File: config.mk
export PLATFORM = sky130hd
export DESIGN_NAME = pru_predict
export DESIGN_NICKNAME = d
export VERILOG_FILES = /design/src/design/pru_pkg.sv /design/src/design/pru_predict.sv
export SDC_FILE = /design/constraint.sdc
export NUM_CORES = 1
export LEC_CHECK = 0
export ABC_AREA = 1
export ABC_CLOCK_PERIOD_IN_PS = 21600
export BUFFER_PORTS_ARGS = -buffer_cell sky130_fd_sc_hd__buf_2
export CORE_ASPECT_RATIO = 0.5
export CORE_MARGIN = 10
export CORE_UTILIZATION = 35
export DETAILED_ROUTE_END_ITERATION = 16
export GPL_TIMING_DRIVEN = 0
export SYNTH_ARGS = -nofsm -noshare
export SYNTH_HDL_FRONTEND = slang
export SYNTH_SLANG_ARGS = --single-unit
File: constraint.sdc
create_clock -name vclk -period 21.6
set_input_delay 4.32 -clock vclk [all_inputs]
set_output_delay 4.32 -clock vclk [all_outputs]
set_load 0.1 [all_outputs]
File: src/design/pru_pkg.sv
// Package for the PNG row unfilter block.
// Holds sizes, the filter type codes and the item structs; used by every module.
`default_nettype none
package pru_pkg;

  localparam int MAX_ROW_BYTES       = 8192;
  localparam int MAX_BYTES_PER_PIXEL = 8;
  localparam int ADDR_W              = $clog2(MAX_ROW_BYTES);
  localparam int POS_W               = ADDR_W + 1;
  localparam int HIST_IDX_W          = $clog2(MAX_BYTES_PER_PIXEL);
  localparam int BPP_W               = 4;

  typedef enum logic [2:0] {
    FILT_NONE  = 3'd0,
    FILT_SUB   = 3'd1,
    FILT_UP    = 3'd2,
    FILT_AVG   = 3'd3,
    FILT_PAETH = 3'd4
  } filt_t;

  typedef struct packed {
    logic [7:0] filtered_byte;
    logic       row_start;
    logic [2:0] filter_kind;
    logic       no_above;
  } in_item_t;

  typedef struct packed {
    logic [7:0] recon_byte;
    logic       row_overflow;
  } out_item_t;

endpackage
`default_nettype wire

File: src/design/pru_predict.sv
// Predictor and reconstruction adder for one byte (none, sub, up, average, Paeth).
// Purely combinational; uses pru_pkg for the filter codes.
`default_nettype none
module pru_predict (
  input  wire pru_pkg::filt_t filter,
  input  wire [7:0]      filt_byte,
  input  wire [7:0]      left,
  input  wire [7:0]      above,
  input  wire [7:0]      above_left,
  output logic [7:0]     recon
);
  import pru_pkg::*;

  logic [8:0]        avg_sum;
  logic signed [9:0] dist_a;
  logic signed [9:0] dist_b;
  logic signed [9:0] dist_c;
  logic [9:0]        pa;
  logic [9:0]        pb;
  logic [9:0]        pc;
  logic [7:0]        paeth;
  logic [7:0]        pred;

  always_comb begin
    avg_sum = {1'b0, left} + {1'b0, above};
    // With p = a + b - c the three distances reduce to these differences.
    dist_a = $signed({2'b00, above}) - $signed({2'b00, above_left});
    dist_b = $signed({2'b00, left}) - $signed({2'b00, above_left});
    dist_c = $signed({2'b00, left}) + $signed({2'b00, above})
           - $signed({1'b0, above_left, 1'b0});
    pa = dist_a[9] ? 10'(-dist_a) : 10'(dist_a);
    pb = dist_b[9] ? 10'(-dist_b) : 10'(dist_b);
    pc = dist_c[9] ? 10'(-dist_c) : 10'(dist_c);
    if ((pa <= pb) && (pa <= pc)) begin
      paeth = left;
    end else if (pb <= pc) begin
      paeth = above;
    end else begin
      paeth = above_left;
    end

    unique case (filter)
      FILT_SUB:   pred = left;
      FILT_UP:    pred = above;
      FILT_AVG:   pred = avg_sum[8:1];
      FILT_PAETH: pred = paeth;
      default:    pred = 8'd0;
    endcase
    recon = filt_byte + pred;
  end

endmodule
`default_nettype wire
-- Word-level counts from Yosys, hierarchy flattened
Index checks and enable logic that the tools add are counted.
- input bits: 35
- memories kept: 0
- flip-flop bits (word level): 0
- logic and storage cells: 23
- memory bits (read-only): 0
- RAM bits: 0
- output and inout port bits: 8
- latch bits: 0
- add/subtract/negate cells: 9
- order comparisons: 3
- equality and inequality tests: 4
- reductions and logical operators: 1
- shift-type cells: 0
- bitwise gates (word level): 0
- multipliers: 0
- divide/modulo/power cells: 0
- multiplexer cells: 6
- operators with widths (cell ; count):
    $pmux W8 S4 ; 1
    $le A10 B10 Y1 ; 3
    $mux W10 ; 3
    $neg A9 Y10 ; 2
    $add A8 B8 Y9 ; 2
    $sub A8 B8 Y9 ; 2
    $mux W8 ; 2
    $neg A10 Y10 ; 1
    $sub A9 B9 Y10 ; 1
    $add A8 B8 Y8 ; 1
    $eq A3 B2 Y1 const B ; 2
    $eq A3 B1 Y1 const B ; 1
    $eq A3 B3 Y1 const B ; 1
    $logic_and A1 B1 Y1 ; 1

-- Depth between registers and ports, before layout
- depth after elaboration: 9
- mapped depth: 44
- mapped depth without buffers: 42

-- Worst setup path after synthesis
No wires, ideal clock.
- path kind: input to output
- start point: in left[3]
- end point: out recon[6]
- cell stages on the path: 33
- arrival: 10.264 ns
- slack: 7.016 ns
- data required time: 17.280 ns
- path buffers: 1
- cells stage by stage: inv_1 fa_1 inv_1 ha_1 nand2_1 clkinv_1 nand4_1 nand3_1 a21o_1 xor2_1 o31ai_1 xor2_1 inv_1 ha_1 nand2_1 inv_1 a221oi_1 o21ai_0 nor2_1 nand2_1 nand2_2 buf_6 o21ai_1 nand2_1 nand3_1 nand4_1 ha_1 inv_1 fa_1 o21ai_0 a21oi_1 o21ai_0 xor2_1
- longest elaborated chain between the ends: 9
- elaborated cells on any way between the ends: 16
- classes of those cells: add/sub (7); order compare (3); mux (5); reduce/logical (1)
- ends and longest elaborated chain (item ; line ; RTL):
    start: declaration ; pru_predict.sv:7 ; input wire [7:0] left,
    $add A8 B8 Y9 ; pru_predict.sv:25, pru_predict.sv:29 ;
    $sub A9 B9 Y10 ; pru_predict.sv:30 ; - $signed({1'b0, above_left, 1'b0});
    $neg A10 Y10 ; pru_predict.sv:33 ; pc = dist_c[9] ? 10'(-dist_c) : 10'(dist_c);
    $mux W10 ; pru_predict.sv:33 ;
    $le A10 B10 Y1, on equally long branches ; pru_predict.sv:36, pru_predict.sv:34 ;
    $mux W8 or $logic_and A1 B1 Y1 (tied branches) ; pru_predict.sv:36, pru_predict.sv:34 ;
    $mux W8 ; pru_predict.sv:34 ; if ((pa <= pb) && (pa <= pc)) begin
    $pmux W8 S4 * ; pru_predict.sv:42 ; unique case (filter)
    $add A8 B8 Y8 * ; pru_predict.sv:49 ; recon = filt_byte + pred;
    end: declaration ; pru_predict.sv:10 ; output logic [7:0] recon
Mark *: on every way between the ends. The rest lies on a longest branch, timed or not.

-- Worst setup path after layout
- start point: in left[3]
- end point: out recon[7]
Same word-level chain as after synthesis.

==> run metrics <==
status complete, no violations; WP data arrival 10.62 ns; f_max 66.9 MHz; initial cell density of the core 0.356; Internal Power 0.0865 mW; NetSw 0.173 mW; share of cells above drive strength 1 0.132; post-route DRC violation count 0; Peak VDD IR 0.0000376 V; Crit path max-delay family compound AO/OA/AOI/OAI gates; Final HPWL DP 8.68 mm; Top Metal Used met4; Post-DP Area 4000 um^2; cts hold-fix bufs 0; Comb power frac 1.000; Nets 752; PwrDens 64.9 nW/um^2; register area 0 um^2; met2 wire length 4.09 mm; Vias/cell 4.61; post-CTS setup buffers 0; max_slew headroom 0.619; Remaining Overflow, GRT 0; Die Width 163 um; leading area contributor after synthesis ha_1; RSZ-0062 raised after global routing no; Setup CP Type in -> out; Routability Congestion 0.854; vias in the first global route 3522; Cell Area, Synth 3600 um^2; Routed wire per std cell 12.3 um; cell at the slowest stage of the critical path fa_1; Final period util 0.692; fin area 4000 um^2; top cell type's share of synthesized area 0.240; Initial DRC Count 194; commonest non-fill, non-tap cells in the layout inv_1 (135), nand2_1 (110), ha_1 (69); Hold Crit Class in -> out; Final Max Tran Viols 0; I/O Pins 43; Pre-antenna DRT Iters 4; antenna violations before repair 0; largest net degree at the start of global routing 11; Met1 Wirelength 5.05 mm; die height 91.7 um; Clk pwr share 0; Max stage delay on crit path 0.54 ns; Switching Fraction 0.667; Hold WS 9.21 ns; leakage power 2.38 nW; min Tclk post-route 14.94 ns; vias 3572; Crit. End Element output port; die footprint 15000 um^2; Synth Warn # 0; Worst Path Required 17.28 ns; synth-to-layout area growth 11.0%; Area contributors post-synth ha_1 (24%), inv_1 (14%), nand2_1 (11%); setup violators final 0; # clk buffers 0; register share of total power 0; type of origin of the critical path input port; GRT Util Overall 0.128; Routed WL 9.53 mm; commonest non-fill, non-tap cell in the layout inv_1; Finished Core Util 0.395; Yosys cell types 42; Core ar. 10100 um^2; final hold vios 0; Synth Instances 590; Detail Route Antenna Nets 0; CTS resizes 0; num rows 26; register area share after synthesis 0; Bufs and invs on worst path 9; worst slew pin tran 0.566 ns; first-pass GRT wire length 16.5 mm; antenna cell count 0; input/output buffers 43; met3 WL 376 um; Seq Cell Count 0; MaxCap Viol Count 0; setup TNS 0 ns; synthesized area per cell 6.10 um^2; FILL cells 1131; crit path max fanout 10
## cell families (layout without fill, tap and decap cells)
group | after synthesis | count (layout) | synth area share
xor+xnor | 33 | 33 | 0.0824
buf+inv | 143 | 186 | 0.157
fa+ha+maj | 80 | 80 | 0.301
compound gates | 82 | 82 | 0.139
other cells | 2 | 4 | 0.00209
simple gates | 250 | 250 | 0.318
## routing by layer
metal / global-route usage / up-vias
met5: 0 / -
met4: 0.00224 / 0
met3: 0.00892 / 2
met2: 0.218 / 53
met1: 0.182 / 1533
li1: - / 1984
## layout make-up
cell class | count | area (um^2) | share of cell area
Timing Repair Buffer | 43 | 215 | 0.0538
Inverter | 139 | 522 | 0.130
Multi-Input combinational cell | 449 | 3040 | 0.761
Buffer | 4 | 45.0 | 0.0113
Tap cell | 140 | 175 | 0.0438
## metrics by stage
stage	power, mW	std cells	worst slack, ns
final	0.260	775	6.66
after global routing	0.299	775	6.09
after CTS	0.261	775	6.67
after detailed placement	0.259	775	6.68
after global placement	0.256	775	6.68
after floorplan	0.208	592	7.02
## cell usage after synthesis, types with 3 or more instances
library cell and n:
nor2_1 45, nand4_1 15, o22ai_1 6, or2_2 4, buf_6 4, a21o_1 4
inv_1 135, a21oi_1 27, a211oi_1 3, o21ai_0 17, nand3_2 4, nand2_1 110
inv_2 3, nand3_1 40, xnor2_1 5, a221oi_1 3, nand2_2 15, fa_1 11
a21oi_2 3, o211ai_1 5, ha_1 69, nor3_1 7, xor2_1 27, o21ai_1 4
## power by group through the flow
stage,combinational (mW),clock (mW),sequential (mW)
detailed placement,0.259,0,0
global placement,0.256,0,0
CTS,0.261,0,0
global route,0.299,0,0
floorplan,0.208,0,0
finish,0.260,0,0
## worst paths after layout
check / end / depth (start not counted) / from
worst max-delay path: recon[7] / 39 / left[3]
worst min-delay path: recon[0] / 3 / filt_byte[0]
No activity file was read; power rests on OpenSTA's default activity.
